--- src/sv/post_pkg.sv ---
// Shared types, constants and tables for the phase offset sweep tuner.
package post_pkg;

  localparam int NUM_BINS    = 5;
  localparam int NUM_OFFSETS = 5;

  localparam int POS_W   = 3;
  localparam int SUM_W   = 18;
  localparam int SQ_W    = 2 * SUM_W;
  localparam int ACC_W   = 64;
  localparam int SCORE_W = 32;

  localparam int QUEUE_DEPTH = 4;
  localparam int QPTR_W      = $clog2(QUEUE_DEPTH);
  localparam int QCNT_W      = $clog2(QUEUE_DEPTH + 1);

  localparam int RES_SLOTS = 3;
  localparam int RES_IDX_W = $clog2(RES_SLOTS);
  localparam int RES_CNT_W = $clog2(RES_SLOTS + 1);

  localparam int CFG_IDX_W  = 2;
  localparam int CFG_DATA_W = 16;

  localparam logic [1:0] KIND_SAMPLE = 2'd0;
  localparam logic [1:0] KIND_START  = 2'd1;
  localparam logic [1:0] KIND_ABORT  = 2'd2;

  localparam logic [2:0] EV_NONE      = 3'd0;
  localparam logic [2:0] EV_PROGRESS  = 3'd1;
  localparam logic [2:0] EV_BIN_DONE  = 3'd2;
  localparam logic [2:0] EV_SWEEP_END = 3'd3;
  localparam logic [2:0] EV_ABORTED   = 3'd4;

  localparam logic [1:0] ST_IDLE    = 2'd0;
  localparam logic [1:0] ST_RUNNING = 2'd1;
  localparam logic [1:0] ST_DONE    = 2'd2;
  localparam logic [1:0] ST_ABORTED = 2'd3;

  typedef enum logic [1:0] {
    OP_SAMPLE,
    OP_START,
    OP_ABORT,
    OP_IGNORE
  } op_t;

  typedef enum logic [CFG_IDX_W-1:0] {
    CFG_SAMPLES,
    CFG_PERIOD,
    CFG_SPEED,
    CFG_CURRENT
  } cfg_idx_t;

  typedef struct packed {
    logic        [1:0]  kind;
    logic signed [15:0] phase_u;
    logic signed [15:0] phase_v;
    logic signed [15:0] phase_w;
    logic        [15:0] motor_speed;
    logic        [9:0]  current_magnitude;
    logic        [7:0]  user_duty;
    logic               user_weakening;
  } in_item_t;

  typedef struct packed {
    logic [2:0]  event_res;
    logic [2:0]  bin_index;
    logic [9:0]  offset_us;
    logic [31:0] score_low;
    logic [7:0]  duty_out;
    logic        weakening_out;
    logic [1:0]  status;
    logic        last;
  } out_item_t;

  typedef struct packed {
    logic [15:0] samples_per_candidate;
    logic [7:0]  progress_period;
    logic [15:0] speed_limit;
    logic [9:0]  current_limit;
  } cfg_t;

  // Front stage contents: classified item with the phase sum already formed.
  typedef struct packed {
    op_t                     op;
    logic signed [SUM_W-1:0] phase_sum;
    logic        [15:0]      motor_speed;
    logic        [9:0]       current_magnitude;
    logic        [7:0]       user_duty;
    logic                    user_weakening;
  } stage_t;

  // Queue entry handed to the back end.
  typedef struct packed {
    op_t              op;
    logic [SQ_W-1:0]  score_inc;
    logic [15:0]      motor_speed;
    logic [9:0]       current_magnitude;
    logic [7:0]       user_duty;
    logic             user_weakening;
  } qentry_t;

  // Duty for each bin, 255 * percent / 100 worked out for each table entry.
  function automatic logic [7:0] bin_duty(input logic [POS_W-1:0] idx);
    logic [7:0] d;
    case (idx)
      3'd0:    d = 8'd63;
      3'd1:    d = 8'd114;
      3'd2:    d = 8'd165;
      3'd3:    d = 8'd204;
      default: d = 8'd229;
    endcase
    return d;
  endfunction

  function automatic logic [9:0] offset_us(input logic [POS_W-1:0] idx);
    logic [9:0] o;
    case (idx)
      3'd0:    o = 10'd200;
      3'd1:    o = 10'd400;
      3'd2:    o = 10'd600;
      3'd3:    o = 10'd800;
      default: o = 10'd1000;
    endcase
    return o;
  endfunction

endpackage

--- src/sv/post_front.sv ---
// Front end: accepts items, classifies them and squares the phase sum.
module post_front (
  input  logic               clk,
  input  logic               rst_n,
  input  logic               in_valid,
  output logic               in_stall,
  input  post_pkg::in_item_t in_data,
  output logic               push_valid,
  input  logic               push_ready,
  output post_pkg::qentry_t  push_data
);

  logic                                  s1_valid_r;
  logic                                  s1_valid_nxt;
  post_pkg::stage_t                      s1_r;
  post_pkg::stage_t                      s1_nxt;
  logic                                  in_take;
  post_pkg::op_t                         op_cls;
  logic signed [2*post_pkg::SUM_W-1:0]   sq_full;

  assign in_stall = s1_valid_r && !push_ready;
  assign in_take  = in_valid && !in_stall;

  always_comb begin
    case (in_data.kind)
      post_pkg::KIND_SAMPLE: op_cls = post_pkg::OP_SAMPLE;
      post_pkg::KIND_START:  op_cls = post_pkg::OP_START;
      post_pkg::KIND_ABORT:  op_cls = post_pkg::OP_ABORT;
      default:               op_cls = post_pkg::OP_IGNORE;
    endcase
  end

  always_comb begin
    s1_nxt.op                = op_cls;
    s1_nxt.phase_sum         = post_pkg::SUM_W'(in_data.phase_u)
                             + post_pkg::SUM_W'(in_data.phase_v)
                             + post_pkg::SUM_W'(in_data.phase_w);
    s1_nxt.motor_speed       = in_data.motor_speed;
    s1_nxt.current_magnitude = in_data.current_magnitude;
    s1_nxt.user_duty         = in_data.user_duty;
    s1_nxt.user_weakening    = in_data.user_weakening;
  end

  always_comb begin
    if (in_take) begin
      s1_valid_nxt = 1'b1;
    end else if (push_ready) begin
      s1_valid_nxt = 1'b0;
    end else begin
      s1_valid_nxt = s1_valid_r;
    end
  end

  always_ff @(posedge clk) begin
    if (!rst_n) begin
      s1_valid_r <= 1'b0;
    end else begin
      s1_valid_r <= s1_valid_nxt;
    end
  end

  always_ff @(posedge clk) begin
    if (in_take) begin
      s1_r <= s1_nxt;
    end
  end

  // The square is non-negative, so its bit pattern serves as an unsigned increment.
  assign sq_full = s1_r.phase_sum * s1_r.phase_sum;

  assign push_valid                  = s1_valid_r;
  assign push_data.op                = s1_r.op;
  assign push_data.score_inc         = post_pkg::SQ_W'(sq_full);
  assign push_data.motor_speed       = s1_r.motor_speed;
  assign push_data.current_magnitude = s1_r.current_magnitude;
  assign push_data.user_duty         = s1_r.user_duty;
  assign push_data.user_weakening    = s1_r.user_weakening;

endmodule

--- src/sv/post_queue.sv ---
// Short queue that decouples the front end from the back end.
module post_queue (
  input  logic              clk,
  input  logic              rst_n,
  input  logic              push_valid,
  output logic              push_ready,
  input  post_pkg::qentry_t push_data,
  output logic              pop_valid,
  input  logic              pop_ready,
  output post_pkg::qentry_t pop_data
);

  post_pkg::qentry_t               mem_r [post_pkg::QUEUE_DEPTH];
  logic [post_pkg::QPTR_W-1:0]     wr_ptr_r;
  logic [post_pkg::QPTR_W-1:0]     wr_ptr_nxt;
  logic [post_pkg::QPTR_W-1:0]     rd_ptr_r;
  logic [post_pkg::QPTR_W-1:0]     rd_ptr_nxt;
  logic [post_pkg::QCNT_W-1:0]     count_r;
  logic [post_pkg::QCNT_W-1:0]     count_nxt;
  logic                            do_push;
  logic                            do_pop;

  assign push_ready = count_r != post_pkg::QCNT_W'(post_pkg::QUEUE_DEPTH);
  assign pop_valid  = count_r != '0;
  assign do_push    = push_valid && push_ready;
  assign do_pop     = pop_valid && pop_ready;
  assign pop_data   = mem_r[rd_ptr_r];

  always_comb begin
    wr_ptr_nxt = do_push ? wr_ptr_r + 1'b1 : wr_ptr_r;
    rd_ptr_nxt = do_pop ? rd_ptr_r + 1'b1 : rd_ptr_r;
    count_nxt  = count_r;
    if (do_push && !do_pop) begin
      count_nxt = count_r + 1'b1;
    end else if (do_pop && !do_push) begin
      count_nxt = count_r - 1'b1;
    end
  end

  always_ff @(posedge clk) begin
    if (!rst_n) begin
      wr_ptr_r <= '0;
      rd_ptr_r <= '0;
      count_r  <= '0;
    end else begin
      wr_ptr_r <= wr_ptr_nxt;
      rd_ptr_r <= rd_ptr_nxt;
      count_r  <= count_nxt;
    end
  end

  always_ff @(posedge clk) begin
    if (do_push) begin
      mem_r[wr_ptr_r] <= push_data;
    end
  end

endmodule

--- src/sv/post_back.sv ---
// Back end: sweep state, candidate scoring, duty clamp and result sequencing.
module post_back (
  input  logic                clk,
  input  logic                rst_n,
  input  post_pkg::cfg_t      cfg,
  input  logic                pop_valid,
  output logic                pop_ready,
  input  post_pkg::qentry_t   pop_data,
  output logic                out_valid,
  input  logic                out_stall,
  output post_pkg::out_item_t out_data
);

  // Sweep state.
  logic                              running_r, running_nxt;
  logic [post_pkg::POS_W-1:0]        bin_r, bin_nxt;
  logic [post_pkg::POS_W-1:0]        off_r, off_nxt;
  logic [15:0]                       rem_r, rem_nxt;
  logic [post_pkg::ACC_W-1:0]        acc_r, acc_nxt;
  logic [post_pkg::SCORE_W-1:0]      best_r, best_nxt;
  logic [9:0]                        best_off_r, best_off_nxt;
  logic [7:0]                        pc_r, pc_nxt;
  logic [7:0]                        sduty_r, sduty_nxt;
  logic                              sweak_r, sweak_nxt;
  logic [7:0]                        duty_r, duty_nxt;
  logic                              weak_r, weak_nxt;
  logic [1:0]                        status_r, status_nxt;

  // Result sequencing.
  post_pkg::out_item_t               res_r [post_pkg::RES_SLOTS];
  post_pkg::out_item_t               res_new [post_pkg::RES_SLOTS];
  logic [post_pkg::RES_CNT_W-1:0]    res_cnt_r, res_cnt_nxt;
  logic [post_pkg::RES_IDX_W-1:0]    res_head_r, res_head_nxt;
  logic [post_pkg::RES_CNT_W-1:0]    e_cnt;
  logic                              out_valid_r, out_valid_nxt;
  post_pkg::out_item_t               out_data_r;
  logic                              move;
  logic                              take;

  // Per-item working values.
  logic [post_pkg::ACC_W-1:0]        acc_sum;
  logic [15:0]                       rem_dec;
  logic [7:0]                        duty_a;
  logic [7:0]                        duty_b;
  logic [7:0]                        pc_inc;
  logic                              improve;
  logic [9:0]                        best_off_cand;
  logic                              last_off;
  logic                              last_bin;
  logic                              ev_start, ev_abort, ev_prog, ev_bin, ev_end;

  assign move      = (res_cnt_r != '0) && (!out_valid_r || !out_stall);
  assign pop_ready = (res_cnt_r == '0) || ((res_cnt_r == post_pkg::RES_CNT_W'(1)) && move);
  assign take      = pop_valid && pop_ready;

  always_comb begin
    running_nxt  = running_r;
    bin_nxt      = bin_r;
    off_nxt      = off_r;
    rem_nxt      = rem_r;
    acc_nxt      = acc_r;
    best_nxt     = best_r;
    best_off_nxt = best_off_r;
    pc_nxt       = pc_r;
    sduty_nxt    = sduty_r;
    sweak_nxt    = sweak_r;
    duty_nxt     = duty_r;
    weak_nxt     = weak_r;
    status_nxt   = status_r;
    ev_start     = 1'b0;
    ev_abort     = 1'b0;
    ev_prog      = 1'b0;
    ev_bin       = 1'b0;
    ev_end       = 1'b0;

    acc_sum  = acc_r + post_pkg::ACC_W'(pop_data.score_inc);
    rem_dec  = (rem_r != 16'd0) ? rem_r - 16'd1 : rem_r;
    duty_a   = ((pop_data.motor_speed > cfg.speed_limit) && (duty_r > 8'd5)) ?
               duty_r - 8'd5 : duty_r;
    duty_b   = ((pop_data.current_magnitude > cfg.current_limit) && (duty_a != 8'd0)) ?
               duty_a - 8'd1 : duty_a;
    pc_inc   = pc_r + 8'd1;
    improve  = acc_sum < {{(post_pkg::ACC_W-post_pkg::SCORE_W){1'b0}}, best_r};
    best_off_cand = improve ? post_pkg::offset_us(off_r) : best_off_r;
    last_off = off_r == post_pkg::POS_W'(post_pkg::NUM_OFFSETS - 1);
    last_bin = bin_r == post_pkg::POS_W'(post_pkg::NUM_BINS - 1);

    case (pop_data.op)
      post_pkg::OP_START: begin
        if (!running_r) begin
          running_nxt  = 1'b1;
          bin_nxt      = '0;
          off_nxt      = '0;
          rem_nxt      = cfg.samples_per_candidate;
          acc_nxt      = '0;
          best_nxt     = '1;
          best_off_nxt = post_pkg::offset_us('0);
          pc_nxt       = '0;
          sduty_nxt    = pop_data.user_duty;
          sweak_nxt    = pop_data.user_weakening;
          weak_nxt     = 1'b0;
          duty_nxt     = post_pkg::bin_duty('0);
          status_nxt   = post_pkg::ST_RUNNING;
          ev_start     = 1'b1;
        end
      end
      post_pkg::OP_ABORT: begin
        if (running_r) begin
          running_nxt = 1'b0;
          duty_nxt    = sduty_r;
          weak_nxt    = sweak_r;
          status_nxt  = post_pkg::ST_ABORTED;
          ev_abort    = 1'b1;
        end
      end
      post_pkg::OP_SAMPLE: begin
        if (running_r) begin
          acc_nxt  = acc_sum;
          rem_nxt  = rem_dec;
          duty_nxt = duty_b;
          pc_nxt   = pc_inc;
          if (pc_inc >= cfg.progress_period) begin
            pc_nxt  = '0;
            ev_prog = 1'b1;
          end
          if (rem_dec == 16'd0) begin
            if (improve) begin
              best_nxt = acc_sum[post_pkg::SCORE_W-1:0];
            end
            best_off_nxt = best_off_cand;
            off_nxt      = off_r + 1'b1;
            if (last_off) begin
              ev_bin = 1'b1;
              if (last_bin) begin
                // The sweep ends: the position stays on the last bin.
                ev_end      = 1'b1;
                duty_nxt    = sduty_r;
                weak_nxt    = sweak_r;
                running_nxt = 1'b0;
                status_nxt  = post_pkg::ST_DONE;
              end else begin
                bin_nxt      = bin_r + 1'b1;
                off_nxt      = '0;
                best_nxt     = '1;
                best_off_nxt = post_pkg::offset_us('0);
                duty_nxt     = post_pkg::bin_duty(bin_r + 1'b1);
              end
            end
            if (!(last_off && last_bin)) begin
              rem_nxt = cfg.samples_per_candidate;
              acc_nxt = '0;
              pc_nxt  = '0;
            end
          end
        end
      end
      default: begin
      end
    endcase
  end

  // Lay the results of the item out in order; every slot shares the final drive state.
  always_comb begin
    for (int i = 0; i < post_pkg::RES_SLOTS; i++) begin
      res_new[i].event_res     = post_pkg::EV_NONE;
      res_new[i].bin_index     = bin_nxt;
      res_new[i].offset_us     = '0;
      res_new[i].score_low     = '0;
      res_new[i].duty_out      = duty_nxt;
      res_new[i].weakening_out = weak_nxt;
      res_new[i].status        = status_nxt;
      res_new[i].last          = 1'b0;
    end
    e_cnt = '0;
    if (ev_start) begin
      res_new[e_cnt[post_pkg::RES_IDX_W-1:0]].event_res = post_pkg::EV_PROGRESS;
      res_new[e_cnt[post_pkg::RES_IDX_W-1:0]].bin_index = '0;
      res_new[e_cnt[post_pkg::RES_IDX_W-1:0]].offset_us = post_pkg::offset_us('0);
      e_cnt = e_cnt + 1'b1;
    end
    if (ev_abort) begin
      res_new[e_cnt[post_pkg::RES_IDX_W-1:0]].event_res = post_pkg::EV_ABORTED;
      res_new[e_cnt[post_pkg::RES_IDX_W-1:0]].bin_index = bin_r;
      e_cnt = e_cnt + 1'b1;
    end
    if (ev_prog) begin
      res_new[e_cnt[post_pkg::RES_IDX_W-1:0]].event_res = post_pkg::EV_PROGRESS;
      res_new[e_cnt[post_pkg::RES_IDX_W-1:0]].bin_index = bin_r;
      res_new[e_cnt[post_pkg::RES_IDX_W-1:0]].offset_us = post_pkg::offset_us(off_r);
      res_new[e_cnt[post_pkg::RES_IDX_W-1:0]].score_low = acc_sum[post_pkg::SCORE_W-1:0];
      e_cnt = e_cnt + 1'b1;
    end
    if (ev_bin) begin
      res_new[e_cnt[post_pkg::RES_IDX_W-1:0]].event_res = post_pkg::EV_BIN_DONE;
      res_new[e_cnt[post_pkg::RES_IDX_W-1:0]].bin_index = bin_r;
      res_new[e_cnt[post_pkg::RES_IDX_W-1:0]].offset_us = best_off_cand;
      e_cnt = e_cnt + 1'b1;
    end
    if (ev_end) begin
      res_new[e_cnt[post_pkg::RES_IDX_W-1:0]].event_res = post_pkg::EV_SWEEP_END;
      res_new[e_cnt[post_pkg::RES_IDX_W-1:0]].bin_index = bin_r;
      e_cnt = e_cnt + 1'b1;
    end
    if (e_cnt == '0) begin
      e_cnt = post_pkg::RES_CNT_W'(1);
    end
    res_new[post_pkg::RES_IDX_W'(e_cnt - 1'b1)].last = 1'b1;
  end

  always_comb begin
    res_cnt_nxt   = res_cnt_r;
    res_head_nxt  = res_head_r;
    out_valid_nxt = out_valid_r;
    if (move) begin
      res_cnt_nxt   = res_cnt_r - 1'b1;
      res_head_nxt  = res_head_r + 1'b1;
      out_valid_nxt = 1'b1;
    end else if (!out_stall) begin
      out_valid_nxt = 1'b0;
    end
    if (take) begin
      res_cnt_nxt  = e_cnt;
      res_head_nxt = '0;
    end
  end

  always_ff @(posedge clk) begin
    if (!rst_n) begin
      running_r   <= 1'b0;
      bin_r       <= '0;
      off_r       <= '0;
      rem_r       <= '0;
      acc_r       <= '0;
      best_r      <= '1;
      best_off_r  <= post_pkg::offset_us('0);
      pc_r        <= '0;
      sduty_r     <= '0;
      sweak_r     <= 1'b0;
      duty_r      <= '0;
      weak_r      <= 1'b0;
      status_r    <= post_pkg::ST_IDLE;
      res_cnt_r   <= '0;
      res_head_r  <= '0;
      out_valid_r <= 1'b0;
    end else begin
      if (take) begin
        running_r  <= running_nxt;
        bin_r      <= bin_nxt;
        off_r      <= off_nxt;
        rem_r      <= rem_nxt;
        acc_r      <= acc_nxt;
        best_r     <= best_nxt;
        best_off_r <= best_off_nxt;
        pc_r       <= pc_nxt;
        sduty_r    <= sduty_nxt;
        sweak_r    <= sweak_nxt;
        duty_r     <= duty_nxt;
        weak_r     <= weak_nxt;
        status_r   <= status_nxt;
      end
      res_cnt_r   <= res_cnt_nxt;
      res_head_r  <= res_head_nxt;
      out_valid_r <= out_valid_nxt;
    end
  end

  always_ff @(posedge clk) begin
    if (move) begin
      out_data_r <= res_r[res_head_r];
    end
    if (take) begin
      for (int i = 0; i < post_pkg::RES_SLOTS; i++) begin
        res_r[i] <= res_new[i];
      end
    end
  end

  assign out_valid = out_valid_r;
  assign out_data  = out_data_r;

  // Every item leaves at least one result behind it.
  a_item_gives_result: assert property (@(posedge clk) disable iff (!rst_n)
    take |=> res_cnt_r != '0)
    else $error("item taken without any result queued");

  // A result that is not the last of its item always has a successor waiting.
  a_non_last_has_successor: assert property (@(posedge clk) disable iff (!rst_n)
    (out_valid_r && !out_data_r.last) |-> res_cnt_r != '0)
    else $error("non-final result with nothing behind it");

  a_running_status: assert property (@(posedge clk) disable iff (!rst_n)
    running_r == (status_r == post_pkg::ST_RUNNING))
    else $error("running flag and status disagree");

  a_bin_in_range: assert property (@(posedge clk) disable iff (!rst_n)
    running_r |-> (bin_r < post_pkg::POS_W'(post_pkg::NUM_BINS)) &&
                  (off_r < post_pkg::POS_W'(post_pkg::NUM_OFFSETS)))
    else $error("sweep position out of range while running");

endmodule

--- src/sv/phase_offset_sweep_tuner.sv ---
// Top level of the phase offset sweep tuner: configuration registers and the two halves.
//
//   Channel  Direction  Handshake          Payload
//   in_      input      in_valid/in_stall  post_pkg::in_item_t
//   out_     output     out_valid/out_stall post_pkg::out_item_t
//   cfg_     input      cfg_valid/cfg_ready cfg_index, cfg_data
//
// An item passes one front register and the queue, then the back end moves its results
// (one to three) one at a time from its result slots through the output register, where
// each result becomes valid and can transfer.
// A new item is taken every cycle while each brings one result and out_stall is low;
// an item with more results holds the back end until its last result moves on.
// Reset is synchronous and active low and clears all control state; there is no clearing pass.
// Output stalls fill the back end's result slots, then the four-entry queue and the front
// register, after which in_stall rises.
module phase_offset_sweep_tuner (
  input  logic                                 clk,
  input  logic                                 rst_n,
  input  logic                                 in_valid,
  output logic                                 in_stall,
  input  post_pkg::in_item_t                   in_data,
  output logic                                 out_valid,
  input  logic                                 out_stall,
  output post_pkg::out_item_t                  out_data,
  input  logic                                 cfg_valid,
  output logic                                 cfg_ready,
  input  logic [post_pkg::CFG_IDX_W-1:0]       cfg_index,
  input  logic [post_pkg::CFG_DATA_W-1:0]      cfg_data
);

  post_pkg::cfg_t    cfg_r;
  post_pkg::cfg_t    cfg_nxt;
  logic              push_valid;
  logic              push_ready;
  post_pkg::qentry_t push_data;
  logic              pop_valid;
  logic              pop_ready;
  post_pkg::qentry_t pop_data;

  assign cfg_ready = 1'b1;

  always_comb begin
    cfg_nxt = cfg_r;
    if (cfg_valid && cfg_ready) begin
      case (post_pkg::cfg_idx_t'(cfg_index))
        post_pkg::CFG_SAMPLES: cfg_nxt.samples_per_candidate = cfg_data;
        post_pkg::CFG_PERIOD:  cfg_nxt.progress_period       = cfg_data[7:0];
        post_pkg::CFG_SPEED:   cfg_nxt.speed_limit           = cfg_data;
        post_pkg::CFG_CURRENT: cfg_nxt.current_limit         = cfg_data[9:0];
        default: begin
        end
      endcase
    end
  end

  always_ff @(posedge clk) begin
    if (!rst_n) begin
      cfg_r.samples_per_candidate <= 16'd256;
      cfg_r.progress_period       <= 8'd8;
      cfg_r.speed_limit           <= 16'd200;
      cfg_r.current_limit         <= 10'd24;
    end else begin
      cfg_r <= cfg_nxt;
    end
  end

  post_front u_front (
    .clk        (clk),
    .rst_n      (rst_n),
    .in_valid   (in_valid),
    .in_stall   (in_stall),
    .in_data    (in_data),
    .push_valid (push_valid),
    .push_ready (push_ready),
    .push_data  (push_data)
  );

  post_queue u_queue (
    .clk        (clk),
    .rst_n      (rst_n),
    .push_valid (push_valid),
    .push_ready (push_ready),
    .push_data  (push_data),
    .pop_valid  (pop_valid),
    .pop_ready  (pop_ready),
    .pop_data   (pop_data)
  );

  post_back u_back (
    .clk       (clk),
    .rst_n     (rst_n),
    .cfg       (cfg_r),
    .pop_valid (pop_valid),
    .pop_ready (pop_ready),
    .pop_data  (pop_data),
    .out_valid (out_valid),
    .out_stall (out_stall),
    .out_data  (out_data)
  );

endmodule

--- config.mk ---
export PLATFORM = sky130hd
export DESIGN_NAME = phase_offset_sweep_tuner
export DESIGN_NICKNAME = d
export VERILOG_FILES = /design/src/sv/post_pkg.sv /design/src/sv/post_front.sv /design/src/sv/post_queue.sv /design/src/sv/post_back.sv /design/src/sv/phase_offset_sweep_tuner.sv
export SDC_FILE = /design/constraint.sdc
export NUM_CORES = 2
export LEC_CHECK = 0
export ABC_AREA = 1
export BUFFER_PORTS_ARGS = -buffer_cell sky130_fd_sc_hd__clkbuf_2
export CAP_MARGIN = 20
export CORE_MARGIN = 8
export CORE_UTILIZATION = 57
export DETAILED_ROUTE_END_ITERATION = 10
export PLACE_DENSITY = 0.77
export SLEW_MARGIN = 20
export SYNTH_ARGS = -nofsm -noshare
export SYNTH_HDL_FRONTEND = slang
export SYNTH_SLANG_ARGS = --single-unit
--- constraint.sdc ---
create_clock -name clk -period 7.1 [get_ports clk]
set_input_delay 1.42 -clock clk [delete_from_list [all_inputs] [get_ports clk]]
set_output_delay 1.42 -clock clk [all_outputs]
set_load 0.03 [all_outputs]
==> results.yml <==
drt:
  drt_pass1_iterations: 6
  wl_per_cell_um: 17.0
  drc: 0
  via_per_inst: 5.36
  antenna_left: 0
  routed_wl_um: 118000
  via_count: 37300
  drtIter0Drc: 3183
setup_path:
  path_max_fanout: 19
  critical_path_class: "flop to flop"
  end_kind: "flop"
  cp.arrival_ns: 7.23
  startpoint_type: "flop"
  critical_path_required_ns: 7.53
synthesis:
  async_reset_ff_frac: 0
  synth_top_area_cell: "edfxtp_1"
  synth_ff_type: "edfxtp_1"
  synth_edf_count: 560
  yosysMostFrequentCell: "nand2_1"
  synth_top_area_share: 0.341
  ys_seq_area_frac: 0.431
  syn-cell-area_mm2: 0.0494
  syn_avg_cell_area_um2: 8.89
  synthTopCellsByArea: "edfxtp_1, fa_1, dfxtp_1"
  synthTopCellsByCount: "nand2_1, inv_1, nor2_1"
  yosysWarnings: 0
  synth.distinct_cells: 63
  netlist_instances: 5555
  synth-seq-cells: 782
global_routing:
  antenna_found_initial: 0
  gr-total-overflow: 0
  grt_max_degree: 107
  track_usage: 0.244
  grt_pass1_vias: 36600
  grt_pass1_wl_um: 190000
job:
  cap_violations: 0
sta:
  post-route-period-util: 0.957
  setup_viol: 0
  max_freq_mhz: 147
  report.final.slew_viol_count: 0
  skew_ns: 0.0357
  worst_pin_slew_ns: 1.12
  maxSlewHeadroom: 0.253
  setup_tns_ns: 0
  timing.final.hold_violations: 0
  period_minus_slack_ns: 6.80
  grt_setup_unrepaired: "false"
cts:
  numCtsBuffers: 82
  htree_num_levels: 3
  clockBufferDepth: 3
  cts_tree: "done"
  clkSinkCount: 782
  clock_latency_ns: 0.66
  post_cts_hold_buffer_count: 0
  clock-root-buffer: "clkbuf_16"
  clk_pin_slew_worst_paths_ns: 0.06
die:
  start_util: 0.572
  die_x_um: 310
  ios: 171
  num_rows: 108
  core_mm2: 0.0863
  die_h_um: 310
  die_area_mm2: 0.0963
placed_design:
  dpl_cell_area_mm2: 0.0515
  dp_hpwl_um: 88000
  port_buffers: 169
  gp_congestion: 0.977
hold_path:
  min_path_type: "flop to flop"
finish:
  syn_to_final_growth_pct: 10.3
  nets: 6407
  diodes: 0
  post-route-cell-area_mm2: 0.0544
  final_util: 0.631
  drive_gt1_frac: 0.0840
status:
  status: "finished clean"
kinds of logic (layout without fill, tap and decap cells):
group,Yosys count,after routing,share of synthesized area
simple gates,2060,2060,0.171
buf+inv,1157,1365,0.0895
compound gates,864,864,0.0955
flops,782,782,0.431
fa+ha+maj,568,568,0.191
xor+xnor,122,122,0.0216
other cells,2,37,0.000152
layout make-up:
class / count / area (um^2)
clock buffer: 97 / 2150
clock inverter: 54 / 614
fill: 7053 / 31900
inverter: 974 / 3660
multi-input combinational: 3651 / 23900
sequential: 782 / 21300
tap: 1155 / 1450
timing repair buffer: 240 / 1450
placed cells by master, fill, tap and decap left out, types with 27 or more instances in the layout:
master,n
nand4_1,44
inv_2,36
buf_4,65
a21oi_1,379
dfxtp_1,220
nand2_1,1170
nand3_1,161
o21ai_0,269
fa_1,312
o21ai_1,43
inv_1,928
xnor2_1,35
ha_1,256
nor2_1,561
conb_1,37
xor2_1,87
nor3_1,27
clkbuf_2,169
edfxtp_1,560
o22ai_1,65
clkbuf_16,82
path summary, 6_finish.rpt:
| kind | from | endpoint | slack (ns) | depth (start not counted) |
|---|---|---|---|---|
| setup reg to reg | u_front.s1_r[40] | u_queue.mem_r[2][70] | 0.30 | 21 |
| setup / recovery | u_front.s1_r[40] | u_queue.mem_r[2][70] | 0.30 | 21 |
| hold / removal | u_back.res_r[0][8] | u_back.out_data[8] | 0.42 | 0 |
| hold reg to reg | u_back.res_r[0][8] | u_back.out_data[8] | 0.42 | 0 |
critical path, stage by stage (launching register included):
cell      delay, ns
edfxtp_1       0.82
inv_1          0.27
nand2_1        0.18
xor2_1         0.17
ha_1           0.16
o21bai_1       0.14
fa_1           0.48
fa_1           0.54
fa_1           0.54
fa_1           0.56
inv_1          0.06
fa_1           0.53
inv_1          0.04
ha_1           0.35
nand2_1        0.13
nor4_1         0.44
nand3_1        0.18
nand3_1        0.20
nand4_1        0.11
o211ai_1       0.19
a211oi_1       0.15
xnor2_1        0.33
registers in the layout, summed over array words and instances, names as in the netlist, 8 cells and up, named ones only:
signal / count
u_back.out_data: 60
u_queue.mem_r: 288
u_back.acc_r: 64
u_front.push_data: 37
cfg_r: 50
u_back.sduty_r: 8
u_back.duty_r: 8
u_back.best_off_r: 10
u_front.s1_r: 18
u_back.best_r: 32
u_back.res_r: 157
u_back.pc_r: 8
u_back.rem_r: 16
metal layers:
| layer | routed length, um | global-route usage | share of wire | vias up |
|---|---|---|---|---|
| met2 | 55900 | 0.410 | 0.47 | 1214 |
| met4 | 3670 | 0.0763 | 0.031 | 0 |
| met3 | 7210 | 0.0280 | 0.061 | 218 |
| li1 | - | - | - | 18200 |
| met5 | 0 | 0 | 0 | - |
| met1 | 51600 | 0.334 | 0.44 | 17700 |
metrics by stage:
stage	instances	hold slack [ns]	setup slack, ns
final	6953	0.419	0.303
after global routing	6953	0.429	0.00198
after CTS	6940	0.418	0.268
after detailed placement	6789	0.405	0.286
after global placement	6788	0.405	0.462
after floorplan	5590	0.400	0.186
what timing repair did:
action | CTS | global route
setup endpoints to repair | 0 | 20
gates resized for setup | 0 | 1
setup buffers | 0 | 12
Power is not shown: default switching activity piles up to over one toggle a cycle in this logic, so the estimate is an artifact.
